**src/design/lcdnw_pkg.sv**
```systemverilog
// ----------------------------------------------------------------------------
// lcdnw_pkg
// Shared types and constants for the character LCD nibble writer.
// ----------------------------------------------------------------------------
package lcdnw_pkg;

    localparam int QUEUE_DEPTH = 2;
    localparam int QPTR_W      = $clog2(QUEUE_DEPTH);
    localparam int QCNT_W      = $clog2(QUEUE_DEPTH + 1);

    // Reset values of the configuration registers and the position cache
    localparam logic [7:0] RST_LINE_TWO_START = 8'd8;
    localparam logic [7:0] RST_LINE_ONE_CMD   = 8'd128;
    localparam logic [7:0] RST_LINE_TWO_CMD   = 8'd192;
    localparam logic [7:0] RST_EXP_POSITION   = 8'hFF;

    // Hold times in delay units for the enable-low steps
    localparam logic [5:0] HOLD_NONE       = 6'd0;
    localparam logic [5:0] HOLD_CMD_UPPER  = 6'd1;
    localparam logic [5:0] HOLD_CMD_LOWER  = 6'd41;
    localparam logic [5:0] HOLD_DATA_UPPER = 6'd0;
    localparam logic [5:0] HOLD_DATA_LOWER = 6'd1;

    typedef enum logic [1:0] {
        CFG_LINE_TWO_START = 2'd0,
        CFG_LINE_ONE_CMD   = 2'd1,
        CFG_LINE_TWO_CMD   = 2'd2
    } cfg_idx_t;

    // One classified request: optional address command, then one byte
    typedef struct packed {
        logic       addr_en;
        logic [7:0] addr_cmd;
        logic       data_rs;
        logic [7:0] data_byte;
    } lcdnw_job_t;

endpackage

```
**src/design/char_lcd_nibble_writer_core.sv**
```systemverilog
// ----------------------------------------------------------------------------
// char_lcd_nibble_writer_core
// Character LCD 4-bit bus writer: requests in, pin-step beats out.
// ----------------------------------------------------------------------------
// Each request yields 4 output beats (raw command, or a character whose
// position matches the cached next position) or 8 beats (character that
// needs a set-address command first). The step generator emits one beat per
// cycle while the output is not stalled, and the next job starts once the
// final beat of the current one is loaded. The job in progress stays at the
// head of a two-entry job queue until its final beat is loaded, so the input
// side can accept one more request ahead while beats drain.
// ----------------------------------------------------------------------------
module char_lcd_nibble_writer_core
    import lcdnw_pkg::*;
(
    input  logic        clk,
    input  logic        rst_n,
    input  logic        cfg_we,
    input  logic [1:0]  cfg_index,
    input  logic [7:0]  cfg_data,
    input  logic        s_axis_tvalid,
    output logic        s_axis_tready,
    input  logic [15:0] s_axis_tdata,   // byte_value[7:0], position[7:0]
    input  logic        s_axis_tuser,   // req_type
    output logic        m_axis_tvalid,
    input  logic        m_axis_tready,
    output logic [15:0] m_axis_tdata,   // enable_pin, data_nibble[3:0], hold_units[5:0], pad
    output logic        m_axis_tuser,   // reg_select
    output logic        m_axis_tlast    // last_step
);

    lcdnw_job_t new_job;
    lcdnw_job_t head_job;
    logic       q_full;
    logic       q_empty;
    logic       q_pop;
    logic       in_accept;

    assign s_axis_tready = !q_full;
    assign in_accept     = s_axis_tvalid && s_axis_tready;

    lcdnw_front u_front (
        .clk        (clk),
        .rst_n      (rst_n),
        .cfg_we     (cfg_we),
        .cfg_index  (cfg_index),
        .cfg_data   (cfg_data),
        .accept     (in_accept),
        .req_type   (s_axis_tuser),
        .byte_value (s_axis_tdata[7:0]),
        .position   (s_axis_tdata[15:8]),
        .job        (new_job)
    );

    lcdnw_queue u_queue (
        .clk      (clk),
        .rst_n    (rst_n),
        .push     (in_accept),
        .push_job (new_job),
        .pop      (q_pop),
        .head_job (head_job),
        .full     (q_full),
        .empty    (q_empty)
    );

    lcdnw_back u_back (
        .clk           (clk),
        .rst_n         (rst_n),
        .head_job      (head_job),
        .head_valid    (!q_empty),
        .pop           (q_pop),
        .m_axis_tvalid (m_axis_tvalid),
        .m_axis_tready (m_axis_tready),
        .m_axis_tdata  (m_axis_tdata),
        .m_axis_tuser  (m_axis_tuser),
        .m_axis_tlast  (m_axis_tlast)
    );

`ifndef SYNTHESIS
    a_pop_not_empty: assert property (@(posedge clk) disable iff (!rst_n)
        q_pop |-> !q_empty)
        else $error("job retired from empty queue");

    a_full_empty_excl: assert property (@(posedge clk) disable iff (!rst_n)
        !(q_full && q_empty))
        else $error("queue both full and empty");

    a_last_enable_low: assert property (@(posedge clk) disable iff (!rst_n)
        (m_axis_tvalid && m_axis_tlast) |-> (m_axis_tdata[0] == 1'b0))
        else $error("final step with enable high");

    a_pop_on_last: assert property (@(posedge clk) disable iff (!rst_n)
        q_pop |=> (m_axis_tvalid && m_axis_tlast))
        else $error("job retired without a final beat");
`endif

endmodule

```
**src/design/lcdnw_front.sv**
```systemverilog
// ----------------------------------------------------------------------------
// lcdnw_front
// Accepts requests, keeps the position cache and builds the address command.
// ----------------------------------------------------------------------------
module lcdnw_front
    import lcdnw_pkg::*;
(
    input  logic       clk,
    input  logic       rst_n,
    input  logic       cfg_we,
    input  logic [1:0] cfg_index,
    input  logic [7:0] cfg_data,
    input  logic       accept,
    input  logic       req_type,
    input  logic [7:0] byte_value,
    input  logic [7:0] position,
    output lcdnw_job_t job
);

    logic [7:0] line_two_start_reg, line_two_start_next;
    logic [7:0] line_one_cmd_reg, line_one_cmd_next;
    logic [7:0] line_two_cmd_reg, line_two_cmd_next;
    logic [7:0] exp_pos_reg, exp_pos_next;
    logic       on_line_two;
    logic [7:0] addr_cmd;

    always_ff @(posedge clk or negedge rst_n)
    begin
        if (!rst_n)
        begin
            line_two_start_reg <= RST_LINE_TWO_START;
            line_one_cmd_reg   <= RST_LINE_ONE_CMD;
            line_two_cmd_reg   <= RST_LINE_TWO_CMD;
            exp_pos_reg        <= RST_EXP_POSITION;
        end
        else
        begin
            line_two_start_reg <= line_two_start_next;
            line_one_cmd_reg   <= line_one_cmd_next;
            line_two_cmd_reg   <= line_two_cmd_next;
            exp_pos_reg        <= exp_pos_next;
        end
    end

    always_comb
    begin
        line_two_start_next = line_two_start_reg;
        line_one_cmd_next   = line_one_cmd_reg;
        line_two_cmd_next   = line_two_cmd_reg;
        if (cfg_we)
        begin
            case (cfg_idx_t'(cfg_index))
                CFG_LINE_TWO_START: line_two_start_next = cfg_data;
                CFG_LINE_ONE_CMD:   line_one_cmd_next   = cfg_data;
                CFG_LINE_TWO_CMD:   line_two_cmd_next   = cfg_data;
                default:            ;
            endcase
        end
    end

    assign on_line_two = (position >= line_two_start_reg);
    assign addr_cmd    = on_line_two ? (line_two_cmd_reg + position - line_two_start_reg)
                                     : (line_one_cmd_reg + position);

    // a character always leaves the cache one past its own position
    assign exp_pos_next = (accept && !req_type) ? (position + 8'd1) : exp_pos_reg;

    always_comb
    begin
        job.addr_en   = !req_type && (exp_pos_reg != position);
        job.addr_cmd  = addr_cmd;
        job.data_rs   = !req_type;
        job.data_byte = byte_value;
    end

endmodule

```
**src/design/lcdnw_queue.sv**
```systemverilog
// ----------------------------------------------------------------------------
// lcdnw_queue
// Short job queue between the front and the step generator.
// ----------------------------------------------------------------------------
module lcdnw_queue
    import lcdnw_pkg::*;
(
    input  logic       clk,
    input  logic       rst_n,
    input  logic       push,
    input  lcdnw_job_t push_job,
    input  logic       pop,
    output lcdnw_job_t head_job,
    output logic       full,
    output logic       empty
);

    lcdnw_job_t          mem_reg [QUEUE_DEPTH];
    logic [QPTR_W-1:0]   wr_ptr_reg, wr_ptr_next;
    logic [QPTR_W-1:0]   rd_ptr_reg, rd_ptr_next;
    logic [QCNT_W-1:0]   count_reg, count_next;

    always_ff @(posedge clk or negedge rst_n)
    begin
        if (!rst_n)
        begin
            wr_ptr_reg <= '0;
            rd_ptr_reg <= '0;
            count_reg  <= '0;
        end
        else
        begin
            wr_ptr_reg <= wr_ptr_next;
            rd_ptr_reg <= rd_ptr_next;
            count_reg  <= count_next;
        end
    end

    always_ff @(posedge clk)
    begin
        if (push)
        begin
            mem_reg[wr_ptr_reg] <= push_job;
        end
    end

    always_comb
    begin
        wr_ptr_next = wr_ptr_reg;
        rd_ptr_next = rd_ptr_reg;
        count_next  = count_reg;
        if (push)
        begin
            wr_ptr_next = (wr_ptr_reg == QPTR_W'(QUEUE_DEPTH - 1)) ? '0 : wr_ptr_reg + 1'b1;
        end
        if (pop)
        begin
            rd_ptr_next = (rd_ptr_reg == QPTR_W'(QUEUE_DEPTH - 1)) ? '0 : rd_ptr_reg + 1'b1;
        end
        case ({push, pop})
            2'b10:   count_next = count_reg + 1'b1;
            2'b01:   count_next = count_reg - 1'b1;
            default: count_next = count_reg;
        endcase
    end

    assign head_job = mem_reg[rd_ptr_reg];
    assign full     = (count_reg == QCNT_W'(QUEUE_DEPTH));
    assign empty    = (count_reg == '0);

endmodule

```
**src/design/lcdnw_back.sv**
```systemverilog
// ----------------------------------------------------------------------------
// lcdnw_back
// Step generator: turns one job into four or eight pin-step beats.
// ----------------------------------------------------------------------------
module lcdnw_back
    import lcdnw_pkg::*;
(
    input  logic        clk,
    input  logic        rst_n,
    input  lcdnw_job_t  head_job,
    input  logic        head_valid,
    output logic        pop,
    output logic        m_axis_tvalid,
    input  logic        m_axis_tready,
    output logic [15:0] m_axis_tdata,   // enable_pin, data_nibble[3:0], hold_units[5:0], pad
    output logic        m_axis_tuser,   // reg_select
    output logic        m_axis_tlast    // last_step
);

    logic [2:0] step_reg, step_next;
    logic       out_valid_reg, out_valid_next;
    logic       out_rs_reg, out_rs_next;
    logic       out_en_reg, out_en_next;
    logic [3:0] out_nib_reg, out_nib_next;
    logic [5:0] out_hold_reg, out_hold_next;
    logic       out_last_reg, out_last_next;

    logic       advance;
    logic       in_addr;
    logic [1:0] sub;
    logic [7:0] cur_byte;
    logic       cur_rs;
    logic       cur_last;
    logic [5:0] cur_hold;

    always_ff @(posedge clk or negedge rst_n)
    begin
        if (!rst_n)
        begin
            step_reg      <= '0;
            out_valid_reg <= 1'b0;
        end
        else
        begin
            step_reg      <= step_next;
            out_valid_reg <= out_valid_next;
        end
    end

    always_ff @(posedge clk)
    begin
        out_rs_reg   <= out_rs_next;
        out_en_reg   <= out_en_next;
        out_nib_reg  <= out_nib_next;
        out_hold_reg <= out_hold_next;
        out_last_reg <= out_last_next;
    end

    assign advance  = !out_valid_reg || m_axis_tready;
    assign sub      = step_reg[1:0];
    assign in_addr  = head_job.addr_en && !step_reg[2];
    assign cur_byte = in_addr ? head_job.addr_cmd : head_job.data_byte;
    assign cur_rs   = in_addr ? 1'b0 : head_job.data_rs;
    assign cur_last = (sub == 2'd3) && !in_addr;

    always_comb
    begin
        case (sub)
            2'd1:    cur_hold = cur_rs ? HOLD_DATA_UPPER : HOLD_CMD_UPPER;
            2'd3:    cur_hold = cur_rs ? HOLD_DATA_LOWER : HOLD_CMD_LOWER;
            default: cur_hold = HOLD_NONE;
        endcase
    end

    always_comb
    begin
        step_next      = step_reg;
        out_valid_next = out_valid_reg;
        out_rs_next    = out_rs_reg;
        out_en_next    = out_en_reg;
        out_nib_next   = out_nib_reg;
        out_hold_next  = out_hold_reg;
        out_last_next  = out_last_reg;
        pop            = 1'b0;
        if (advance)
        begin
            out_valid_next = head_valid;
            if (head_valid)
            begin
                out_rs_next   = cur_rs;
                out_en_next   = !sub[0];
                out_nib_next  = sub[1] ? cur_byte[3:0] : cur_byte[7:4];
                out_hold_next = cur_hold;
                out_last_next = cur_last;
                // retire the job on its final step
                pop           = cur_last;
                step_next     = cur_last ? 3'd0 : step_reg + 3'd1;
            end
        end
    end

    assign m_axis_tvalid = out_valid_reg;
    assign m_axis_tdata  = {5'd0, out_hold_reg, out_nib_reg, out_en_reg};
    assign m_axis_tuser  = out_rs_reg;
    assign m_axis_tlast  = out_last_reg;

endmodule
```
**config.mk**
```make
export PLATFORM = sky130hd
export DESIGN_NAME = char_lcd_nibble_writer_core
export DESIGN_NICKNAME = d
export VERILOG_FILES = /design/src/design/lcdnw_pkg.sv /design/src/design/char_lcd_nibble_writer_core.sv /design/src/design/lcdnw_front.sv /design/src/design/lcdnw_queue.sv /design/src/design/lcdnw_back.sv
export SDC_FILE = /design/constraint.sdc
export NUM_CORES = 1
export LEC_CHECK = 0
export BUFFER_PORTS_ARGS = -buffer_cell sky130_fd_sc_hd__buf_2
export CAP_MARGIN = 20
export CORE_ASPECT_RATIO = 0.7
export CORE_UTILIZATION = 45
export CTS_CLUSTER_SIZE = 16
export DETAILED_ROUTE_END_ITERATION = 12
export MAX_ROUTING_LAYER = met4
export PLACE_DENSITY_LB_ADDON = 0.25
export SLEW_MARGIN = 40
export SYNTH_ARGS = -nofsm -noshare
export SYNTH_HDL_FRONTEND = slang
export SYNTH_SLANG_ARGS = --single-unit
```
**constraint.sdc**
```tcl
create_clock -name clk -period 7.2 [get_ports clk]
set_clock_uncertainty 0.1 [all_clocks]
set_input_delay 0.72 -clock clk [delete_from_list [all_inputs] [get_ports clk]]
set_output_delay 0.72 -clock clk [all_outputs]
set_load 0.03 [all_outputs]
```
==> summary.md, run 1 <==
| Metric | Value |
|---|---|
| Via count | `2826` |
| Initial antenna violation count | `0` |
| Die area | `10600 µm²` |
| Fin. Hold Viols | `0` |
| Largest net degree at the start of global routing | `41` |
| CP endpoint kind | `flip-flop` |
| Post-synth EDFFs | `45` |
| Share of the synthesized area in the top cell type | `between 20 and 30%` |
| TritonCTS clock tree | `yes` |
| Leakage | `around 2.2 nW` |
| Ys async rst share | `between 40% and 50%` |
| Number of global-route vias before repair | `2921` |
| Top Family by Delay on Critical Path | `adder cells` |
| CP dominant cell by count | `inv_1` |
| First-pass GRT wire length | `about 15000 µm` |
| Area contributors post-synth | `edfxtp_1 (29%), dfrtp_1 (15%), ha_1 (7.3%)` |
| Post-CTS Setup Bufs | `0` |
| Area growth syn-to-layout | `12.6%` |
| Hold WC Path Type | `primary input to async pin` |
| Die span in x | `around 120 µm` |
| Initial Util | `about 47%` |
| Slew of the pin with the lowest slew margin | `roughly 0.64 ns` |
| Syn_area_per_cell | `roughly 12 µm²` |
| FF+latch count, synth | `85` |
| RSZ-0062 raised after global routing | `false` |
| H-tree depth | `3` |
| Required @ worst endpoint | `about 7.3 ns` |
| Site Rows | `30` |
| Critical Path AT | `3.02 ns` |
| Deepest clock path buffer count | `2` |
| Worst path bufs/invs | `3` |
| Fin crit period | `a little under 3 ns` |
| Final ANT Viol Nets | `0` |
| Placer Congestion | `just over 0.8` |
| TritonRoute pass-1 iters | `4` |
| Final setup vio count | `0` |
| Final period util | `about two fifths` |
| Critical-path cell list | `buf_2, inv_1, fa_1, inv_1, ha_1, nor2b_1, o31a_1, or4b_1, nand3_1, mux2_4` |
| Clock slew at reported path FFs | `about 0.06 ns` |
| Clock root cell | `clkbuf_16` |
| Core Area | `9800 µm²` |
| IR drop worst, VDD | `0.170 mV` |
| Worst setup path class | `primary input to flip-flop` |
| Max FO, Critical Path | `7` |
| DP Wirelength | `between 6000 and 7000 µm` |
| CP max stage cell | `fa_1` |
| Most frequent cells in the layout | `inv_1 (45), edfxtp_1 (45), buf_2 (42)` |
| Mapped Area | `approximately 4600 µm²` |
| Max-cap viol count | `0` |
| Worst-skew pair later-pin latency | `~0.34 ns` |
| Primary FF master, synth | `edfxtp_1` |
| PostCTS Resize Cnt | `0` |
| Worst rel slew slack | `57.2%` |
| Final core utilization | `between 50% and 60%` |
| Largest register FFs | `36` |
| Ant. Diodes | `0` |
| Sequential element share of the synthesized area | `approximately half` |
| Cells after synthesis | `372` |
| Vias/cell | `about 5.1` |
| Max-slew violations | `0` |
| Yosys top cell by area | `edfxtp_1` |
| WL final | `8670 µm` |
| DRC viols | `0` |
| Outcome | `complete, no violations` |
| Post-synth cell types | `between 40 and 50` |
| Clock Sink Count | `85` |
| I/O Pins | `between 50 and 60` |
| DR iter-0 viols | `92` |
| Grt ovf | `0` |
| DR WL/cell | `around 16 µm` |
| Die height | `approximately 87 µm` |
| Gr usage total | `between 15 and 20%` |
| Ys Warns | `0` |
| Crit-path max cell delay | `roughly 0.54 ns` |
| Total Neg Setup Slack | `0 ns` |
| Layout Nets | `between 400 and 500` |
| TritonCTS Buffers | `9` |
| F_max | `roughly 0.34 GHz` |
| PwrDens | `around 380 nW/µm²` |
| Port buffer count | `43` |
| Layout cells sized above 1 | `about a quarter` |
| CP startpoint kind | `primary input` |
| Hold buffers post-CTS | `0` |
per-stage QoR:
step	instance area [µm²]	hold slack [ns]	setup WS, ns	total power [mW]	instances
3_3_place_gp	4910	0.378	3.97	1.55	537
5_1_grt	5180	0.296	4.12	2.12	553
6_report	5180	0.261	4.29	1.97	553
4_1_cts	5180	0.274	4.29	1.99	553
2_1_floorplan	4630	0.324	4.27	1.39	379
3_5_place_dp	4920	0.389	3.94	1.58	537
path summary, 6_finish.rpt:
| kind | startpoint | end | slack [ns] | depth (start not counted) |
|---|---|---|---|---|
| max | s_axis_tdata[10] | u_queue.mem_reg[0][15] | 4.29 | 10 |
| max reg2reg | u_front.line_two_cmd_reg[6] | u_queue.mem_reg[0][16] | 4.39 | 9 |
| max in group asynchronous | rst_n | u_front.line_two_cmd_reg[6] | 6.37 | 1 |
| min reg2reg | u_queue.wr_ptr_reg | u_queue.wr_ptr_reg | 0.40 | 1 |
| min | rst_n | u_front.line_two_start_reg[7] | 0.26 | 1 |
| min in group clk | u_queue.wr_ptr_reg | u_queue.wr_ptr_reg | 0.40 | 1 |
synth_stat cells, types with 3 or more instances:
cell and n:
inv_1 45, dfrtp_1 28, buf_2 3, xnor2_1 13
nand2b_1 3, mux2i_1 7, o31a_1 3, xor2_1 17
o21ai_0 21, mux2_4 3, mux4_2 8, nand2_1 24
dfstp_2 12, edfxtp_1 45, ha_1 27, nand3_1 5
a21oi_1 16, a21o_1 5, mux2_2 22, nor2b_1 4
fa_1 8, nor2_1 14, nor4_1 3, nor3_1 3
buf_4 10
kinds of logic after synthesis:
| family | count (synthesis) | synth area share (%) |
|---|---|---|
| AO/OA/AOI/OAI | 56 | 7.45 |
| AND/OR/NAND/NOR | 65 | 6.74 |
| flip-flops | 85 | 51.4 |
| other | 1 | 0.0815 |
| XOR/XNOR | 30 | 5.71 |
| multiplexers | 40 | 11.8 |
| buffers and inverters | 60 | 5.95 |
| adder cells (fa/ha/maj) | 35 | 10.8 |
worst register-to-register path: stages, from the launching register on:
cell,delay [ns]
dfstp_2,0.52
inv_1,0.05
fa_1,0.53
inv_1,0.05
ha_1,0.36
a2111oi_0,0.51
a21oi_1,0.08
nand2_1,0.10
xnor2_1,0.12
mux2i_1,0.11
power breakdown:
| group | switching (mW) | internal, mW | leakage (nW) |
|---|---|---|---|
| clock network | 0.181 | 0.231 | 0.121 |
| registers | 0.0855 | 0.732 | 0.882 |
| logic | 0.421 | 0.323 | 1.23 |
| total | 0.687 | 1.29 | 2.24 |
final cells by class:
cell class	instances	area, µm²
clock buffer	11	233
clock inverter	5	27.5
fill	846	4610
inverter	45	169
multi-input combinational	234	1990
sequential	85	2370
tap	128	160
timing repair buffer	45	233
metal layers:
layer  GRT usage (%)  part of all wire (%)
met2            27.9                    44
met1            25.9                    51
met3            5.46                   3.1
met4            6.65                   1.6
met5               -                     0
Note: power is estimated with default switching activity, not from simulation.
==> run 2, diff against run 1 <==
--- a/config.mk
+++ b/config.mk
@@ -5,6 +5,7 @@
 export SDC_FILE = /design/constraint.sdc
 export NUM_CORES = 1
 export LEC_CHECK = 0
+export ABC_AREA = 1
 export BUFFER_PORTS_ARGS = -buffer_cell sky130_fd_sc_hd__buf_2
 export CAP_MARGIN = 20
 export CORE_ASPECT_RATIO = 0.7
==> constraint.sdc (replaced) <==
create_clock -name clk -period 2.5 [get_ports clk]
set_clock_uncertainty 0.1 [all_clocks]
set_input_delay 0.25 -clock clk [delete_from_list [all_inputs] [get_ports clk]]
set_output_delay 0.25 -clock clk [all_outputs]
set_load 0.03 [all_outputs]
==> summary.md, run 2 <==
| Metric | Value |
|---|---|
| Net switching power | `2.29 mW (+230%)` |
| Leakage | `2.79 nW (+25%)` |
| DR iter-0 viols | `209 (+130%)` |
| Required @ worst endpoint | `2.48 ns (-4.83 ns)` |
| Clock Sink Count | `85 (unchanged)` |
| Internal power | `3.73 mW (+190%)` |
| Post-synth cell types | `34 (-19%)` |
| Final worst slack | `0.149 ns (-4.14 ns)` |
| Core Area | `10400 µm² (+6.5%)` |
| Layout Nets | `677 (+39%)` |
| TritonCTS Buffers | `9 (unchanged)` |
| H-tree depth | `3 (unchanged)` |
| Cells after synthesis | `551 (+48%)` |
| Slew of the pin with the lowest slew margin | `0.641 ns (-0.00161 ns)` |
| Clock power share | `22.2% (+1.3 points)` |
| Clock slew at reported path FFs | `0.06 ns (about the same)` |
| Most frequent cells in the layout | `nand2_1 (180), inv_1 (89), edfxtp_1 (45)` |
| Die span in x | `126 µm (+2.7%)` |
| First-pass GRT wire length | `17100 µm (+18%)` |
| Part of the power in registers | `38.3% (-3.1 points)` |
| IR drop worst, VDD | `0.410 mV (+140%)` |
| Site Rows | `31 (+3.3%)` |
| Number of global-route vias before repair | `3634 (+24%)` |
| Deepest clock path buffer count | `2 (unchanged)` |
| Total Neg Setup Slack | `0 ns (unchanged)` |
| Share of the synthesized area in the top cell type | `27.8% (-1.5 points)` |
| Ant. Diodes | `0 (unchanged)` |
| FF+latch count, synth | `85 (unchanged)` |
| Max-slew violations | `0 (unchanged)` |
| Multi-input gate area | `2060 µm² (+3.5%)` |
| DRC viols | `0 (unchanged)` |
| R2R Path Start | `u_front.line_two_start_reg[3]` |
| DP Wirelength | `7520 µm (+13%)` |
| Final setup vio count | `0 (unchanged)` |
| Finished Cell Area | `5610 µm² (+8.2%)` |
| Primary FF master, synth | `edfxtp_1` |
| Fin crit period | `about 2.4 ns` |
| Port buffer count | `43 (unchanged)` |
| Worst-skew pair later-pin latency | `0.34 ns (about the same)` |
| DR WL/cell | `13.4 µm (-15%)` |
| TritonCTS clock tree | `yes` |
| Final ANT Viol Nets | `0 (unchanged)` |
| Placed cell count | `723 (+35%)` |
| Layout cells sized above 1 | `15.4% (-9.5 points)` |
| Worst rel slew slack | `57.1% (about the same)` |
| Critical path capture point | `u_queue.mem_reg[1][15]` |
| Die area | `11200 µm² (+5.4%)` |
| Die height | `88.9 µm (+2.6%)` |
| Setup crit start | `u_front.line_two_start_reg[3]` |
| Clock root cell | `clkbuf_16` |
| Grt ovf | `0 (unchanged)` |
| Most common library cells after synthesis | `nand2_1 (180), inv_1 (89), edfxtp_1 (45), o21ai_0 (31), dfrtp_1 (28)` |
| Critical Path AT | `2.34 ns (-0.68 ns)` |
| Count leader, synth | `nand2_1` |
| Switching share of total power | `38.1% (+3.2 points)` |
| Largest register FFs | `36 (unchanged)` |
| Hold WC Path Type | `primary input to flip-flop` |
| Commonest non-fill, non-tap cell in the layout | `nand2_1` |
| Post-DP Area | `5200 µm² (+5.7%)` |
| Max-cap viol count | `0 (unchanged)` |
| Final period util | `between 90 and 100%` |
| Outcome | `complete, no violations` |
| Worst setup path class | `flip-flop to flip-flop` |
| Initial Util | `46.5% (-0.44 points)` |
| I/O Pins | `52 (unchanged)` |
| F_max | `between 0.4 and 0.5 GHz` |
| Via count | `3626 (+28%)` |
| Worst slack, placed | `0.100 ns (-3.84 ns)` |
| Post-CTS Setup Bufs | `0 (unchanged)` |
| Gr usage total | `20.6% (+1.3 points)` |
| Worst r2r path cells | `10 (+1)` |
| Total power | `6.02 mW (+210%)` |
| Ys async rst share | `47.1% (unchanged)` |
| Initial antenna violation count | `0 (unchanged)` |
| TritonRoute pass-1 iters | `5 (+1)` |
| CP endpoint kind | `flip-flop` |
| PwrDens | `1070 nW/µm² (+180%)` |
| Combinational power share | `39.5% (+1.8 points)` |
| Mapped Area | `4850 µm² (+5.5%)` |
| WL final | `10000 µm (+15%)` |
| Register-to-register setup slack | `0.15 ns (-4.24 ns)` |
| RSZ-0062 raised after global routing | `false` |
| Sequential element share of the synthesized area | `48.8% (-2.7 points)` |
| Vias/cell | `4.85 (-5.0%)` |
| Filler Cell Count | `933 (+10%)` |
| Area growth syn-to-layout | `15.5%` |
| Yosys top cell by area | `edfxtp_1` |
| Largest net degree at the start of global routing | `41 (unchanged)` |
| Non-Filler Instances | `747 (+35%)` |
| Fin. Hold Viols | `0 (unchanged)` |
| Syn_area_per_cell | `8.81 µm² (-29%)` |
| Placer Congestion | `0.937 (+15%)` |
| Ys Warns | `0 (unchanged)` |
| Area contributors post-synth | `edfxtp_1 (28%), dfrtp_1 (14%), nand2_1 (14%)` |
| Register area | `2370 µm² (unchanged)` |
| Reg-to-reg endpoint | `u_queue.mem_reg[1][15]` |
| Max FO, Critical Path | `3 (-4)` |
| Post-synth EDFFs | `45 (unchanged)` |
| CP startpoint kind | `flip-flop` |
## run 2: changes by cell type after synthesis, moves of 4 or more
cell and delta:
o211ai_1 +7, mux2_2 -22, a21o_1 -5, o21ai_0 +10, nor2b_1 -4, nand3_1 +21, inv_1 +44, mux2i_1 -7
xor2_1 -10, nor2_1 +7, a21oi_1 -6, mux4_2 -8, nand2_1 +156
## run 2: worst min-delay path by stage
stage	from	end	slack (ns)	cells past startpoint
2_1_floorplan	rst_n	u_back.m_axis_tvalid	-0.15	0
3_3_place_gp	rst_n	u_front.line_one_cmd_reg[3]	0.34	1
3_5_place_dp	rst_n	u_front.line_two_start_reg[2]	0.17	1
4_1_cts	s_axis_tdata[6]	u_queue.mem_reg[0][6]	0.003	1
5_1_grt	s_axis_tdata[6]	u_queue.mem_reg[0][6]	0.003	1
6_report	s_axis_tdata[6]	u_queue.mem_reg[0][6]	0.01	1
## run 2: repair_timing
item,CTS,global route
setup endpoints to repair,0,4
gates resized for setup,0,3
hold buffers,8,0
endpoints found under the hold margin,40,0
## run 2: worst max-delay path, stage by stage (launching register included)
cell     delay [ns]
dfstp_2        0.56
fa_1           0.41
inv_1          0.07
ha_1           0.26
or2_2          0.30
nand3_1        0.11
nand2_1        0.06
nand2_1        0.05
nand2_1        0.04
nand2_1        0.05
nand2_1        0.08
## run 2: power groups by stage
stage | Clock, mW | Combinational, mW | Sequential, mW
2_1_floorplan | 0 | 1.67 | 2.43
3_3_place_gp | 0 | 2.29 | 2.31
3_5_place_dp | 0 | 2.35 | 2.33
4_1_cts | 1.37 | 2.37 | 2.31
5_1_grt | 1.41 | 2.74 | 2.36
6_report | 1.34 | 2.38 | 2.31
## run 2: cells by family (layout without fill, tap and decap cells)
family / Yosys count / in the layout / share of synthesized area [%]
other cells: 1 / 8 / 0.0772
flops: 85 / 85 / 48.8
compound gates: 54 / 54 / 6.26
buf+inv: 110 / 167 / 9.87
fa+ha+maj: 35 / 35 / 10.3
simple gates: 245 / 245 / 21.0
xor+xnor: 21 / 21 / 3.79
## run 2: final cells by class
cell class,count,share of cell area [%]
inverters,91,6.14
multi-input cells,363,36.8
repair buffers,60,6.52
clock inverters,7,1.34
well taps,132,2.95
flip-flops and latches,85,42.2
clock buffers,9,4.02
## run 2: routing by layer
layer | vias to the layer above | routed length (µm) | part of all wire [%] | GRT usage (%)
met4 | 0 | 102 | 1.0 | 6.13
met5 | - | 0 | 0 | -
li1 | 1839 | - | - | -
met2 | 85 | 4370 | 44 | 32.4
met3 | 12 | 505 | 5.1 | 4.25
met1 | 1690 | 5020 | 50 | 27.0
## run 2: stage by stage
step                      utilization [%]  hold slack, ns
after floorplan                         -          -0.146
after global placement               49.8           0.338
after detailed placement             49.8           0.175
after CTS                            53.4         0.00283
after global routing                 53.7         0.00299
final                                53.7          0.0126
==> run 3, diff against run 2 <==
--- a/config.mk
+++ b/config.mk
@@ -17,4 +17,5 @@
 export SLEW_MARGIN = 40
 export SYNTH_ARGS = -nofsm -noshare
 export SYNTH_HDL_FRONTEND = slang
+export SYNTH_HIERARCHICAL = 1
 export SYNTH_SLANG_ARGS = --single-unit
==> summary.md, run 3 <==
| Metric | Value |
|---|---|
| Outcome | `complete, no violations` |
| TritonCTS clock tree | `yes` |
| Total Neg Setup Slack | `0 ns (unchanged)` |
| Number of global-route vias before repair | `3617 (-0.47%)` |
| Via count | `3848 (+6.1%)` |
| Site Rows | `32 (+3.2%)` |
| Slew of the pin with the lowest slew margin | `0.572 ns (-0.0691 ns)` |
| Finished Cell Area | `5870 µm² (+4.7%)` |
| TritonCTS Buffers | `9 (unchanged)` |
| Hold WC Path Type | `primary input to flip-flop` |
| Deepest clock path buffer count | `2 (unchanged)` |
| Worst r2r path cells | `10 (unchanged)` |
| Post-synth EDFFs | `45 (unchanged)` |
| TritonRoute pass-1 iters | `5 (unchanged)` |
| RSZ-0062 raised after global routing | `false` |
| Worst rel slew slack | `61.8% (+4.6 points)` |
| Share of the synthesized area in the top cell type | `26.0% (-1.8 points)` |
| Yosys top cell by area | `edfxtp_1` |
| Max-cap viol count | `0 (unchanged)` |
| FF+latch count, synth | `85 (unchanged)` |
| Final period util | `91.3% (-2.7 points)` |
| DR WL/cell | `12.7 µm (-4.7%)` |
| Die area | `12000 µm² (+6.7%)` |
| Ant. Diodes | `0 (unchanged)` |
| Post-CTS Setup Bufs | `0 (unchanged)` |
| Grt ovf | `0 (unchanged)` |
| Crit-path max cell delay | `0.51 ns (-0.05 ns)` |
| Layout Nets | `732 (+8.1%)` |
| Placer Congestion | `0.949 (+1.2%)` |
| CP endpoint kind | `flip-flop` |
| Largest net degree at the start of global routing | `41 (unchanged)` |
| Post-DP Area | `5490 µm² (+5.7%)` |
| Primary FF master, synth | `edfxtp_1` |
| Count leader, synth | `nand2_1` |
| Final setup vio count | `0 (unchanged)` |
| Critical Path AT | `2.28 ns (-0.06 ns)` |
| Ys async rst share | `47.1% (unchanged)` |
| Fin. Hold Viols | `0 (unchanged)` |
| Gr usage total | `20.4% (-0.16 points)` |
| CP max stage cell | `fa_1` |
| Clock slew at reported path FFs | `0.07 ns (about the same)` |
| Ys Warns | `6 (+6)` |
| CP startpoint kind | `flip-flop` |
| Required @ worst endpoint | `2.49 ns (about the same)` |
| Most common library cells after synthesis | `nand2_1 (178), inv_1 (130), edfxtp_1 (45), dfrtp_1 (28)` |
| H-tree depth | `3 (unchanged)` |
| Die span in x | `130 µm (+3.3%)` |
| Final ANT Viol Nets | `0 (unchanged)` |
| Mapped Area | `5190 µm² (+6.9%)` |
| Placed cell count | `798 (+10%)` |
| Area growth syn-to-layout | `13.2%` |
| Fin crit period | `2.28 ns (-0.0672 ns)` |
| Most frequent cells in the layout | `nand2_1 (178), inv_1 (130), edfxtp_1 (45)` |
| Max FO, Critical Path | `3 (unchanged)` |
| Filler Cell Count | `1069 (+15%)` |
| IR drop worst, VDD | `0.475 mV (+16%)` |
| Syn_area_per_cell | `8.52 µm² (-3.3%)` |
| DR iter-0 viols | `247 (+18%)` |
| Core Area | `11100 µm² (+6.7%)` |
| Initial Util | `46.6% (+0.077 points)` |
| I/O Pins | `52 (unchanged)` |
| Port buffer count | `43 (unchanged)` |
| DRC viols | `0 (unchanged)` |
| Non-Filler Instances | `823 (+10%)` |
| Clock Sink Count | `85 (unchanged)` |
| Hold Path Depth | `3 (+2)` |
| Leakage | `3.01 nW (+7.9%)` |
| Largest register FFs | `36 (unchanged)` |
| WL final | `10500 µm (+5.0%)` |
| DP Wirelength | `8050 µm (+7.2%)` |
| Layout cells sized above 1 | `17.0% (+1.6 points)` |
| F_max | `0.438 GHz (+2.9%)` |
| First-pass GRT wire length | `17700 µm (+3.3%)` |
| CP dominant cell by count | `nand2_1` |
| Commonest non-fill, non-tap cell in the layout | `nand2_1` |
| Sequential element share of the synthesized area | `45.6% (-3.1 points)` |
| PwrDens | `1040 nW/µm² (-3.5%)` |
| Post-synth cell types | `35 (+2.9%)` |
| Vias/cell | `4.68 (-3.7%)` |
| Critical-path cell list | `fa_1, inv_1, ha_1, or2_1, nand3_1, nand2_1, nand2_1, nand2_1, nand2_1, nand2_1` |
| Worst setup path class | `flip-flop to flip-flop` |
| Max-slew violations | `0 (unchanged)` |
| Die height | `91.8 µm (+3.3%)` |
| Cells after synthesis | `609 (+11%)` |
| Initial antenna violation count | `0 (unchanged)` |
| Clock root cell | `clkbuf_16` |
| Worst-skew pair later-pin latency | `0.34 ns (about the same)` |
| Area contributors post-synth | `edfxtp_1 (26%), dfrtp_1 (14%), nand2_1 (13%)` |
[run 3: worst max-delay path: cells and delay by family, from the launching register on]
kind / cells / cell delay (ns)
simple gates: 7 / 0.64
fa+ha+maj: 2 / 0.83
buf+inv: 1 / 0.04
flops: 1 / 0.41
[run 3: kinds of logic (layout without fill, tap and decap cells)]
logic type,count (synthesis),after routing,synth area share [%]
buffers and inverters,159,213,14.0
AND/OR/NAND/NOR,249,249,20.4
adder cells (fa/ha/maj),35,35,9.60
flip-flops,85,85,45.6
other,1,8,0.0723
AO/OA/AOI/OAI,60,60,6.97
XOR/XNOR,20,20,3.38
[run 3: what timing repair did]
action / in CTS / in global routing
hold buffers: 9 / 0
gates resized for setup: 0 / 2
hold endpoints to repair: 44 / 0
setup endpoints to repair: 0 / 2
[run 3: cell type report]
cell class                      count  area [µm²]  area share [%]
Multi-Input combinational cell    372        2140            36.4
Clock inverter                      7        47.5           0.810
Tap cell                          153         191            3.26
Clock buffer                        9         225            3.84
Sequential cell                    85        2370            40.3
Inverter                          132         495            8.44
Timing Repair Buffer               65         405            6.91
[run 3: routing by layer]
metal  part of all wire, %  vias up  routed length [µm]  global-route usage [%]
met5                     0        -                   0                       -
met3                   5.9       11                 618                    4.55
li1                      -     1970                   -                       -
met1                    52     1767                5460                    29.5
met4                   1.1        0                 117                    5.46
met2                    41      100                4290                    28.7
[run 3: final timing paths]
check / start / end / slack (ns)
setup / recovery: u_front/line_two_start_reg[2] / u_queue/mem_reg[1][16] / 0.22
hold / removal: cfg_data[7] / u_front/line_two_cmd_reg[7] / 0.05
setup reg to reg: u_front/line_two_start_reg[2] / u_queue/mem_reg[1][16] / 0.22
hold reg to reg: u_front/line_two_cmd_reg[6] / u_front/line_two_cmd_reg[6] / 0.37
max in group asynchronous: rst_n / u_front/exp_pos_reg[2] / 1.59
min in group asynchronous: rst_n / u_front/line_two_start_reg[7] / 0.33
[run 3: per-stage QoR]
stage	setup slack (ns)	power (mW)	hold slack [ns]	utilization [%]
finish	0.216	6.09	0.0468	52.7
global route	0.000208	6.61	0.0668	52.7
detailed placement	0.123	4.85	0.175	49.3
global placement	0.157	4.79	0.337	49.3
CTS	0.126	6.12	0.0310	52.6
floorplan	0.253	4.32	-0.146	-
[run 3: report_power, final]
part           switching (mW)  total, mW  internal [mW]
clock                   0.552       1.23          0.676
combinational            1.65       2.57          0.919
sequential              0.218       2.29           2.07
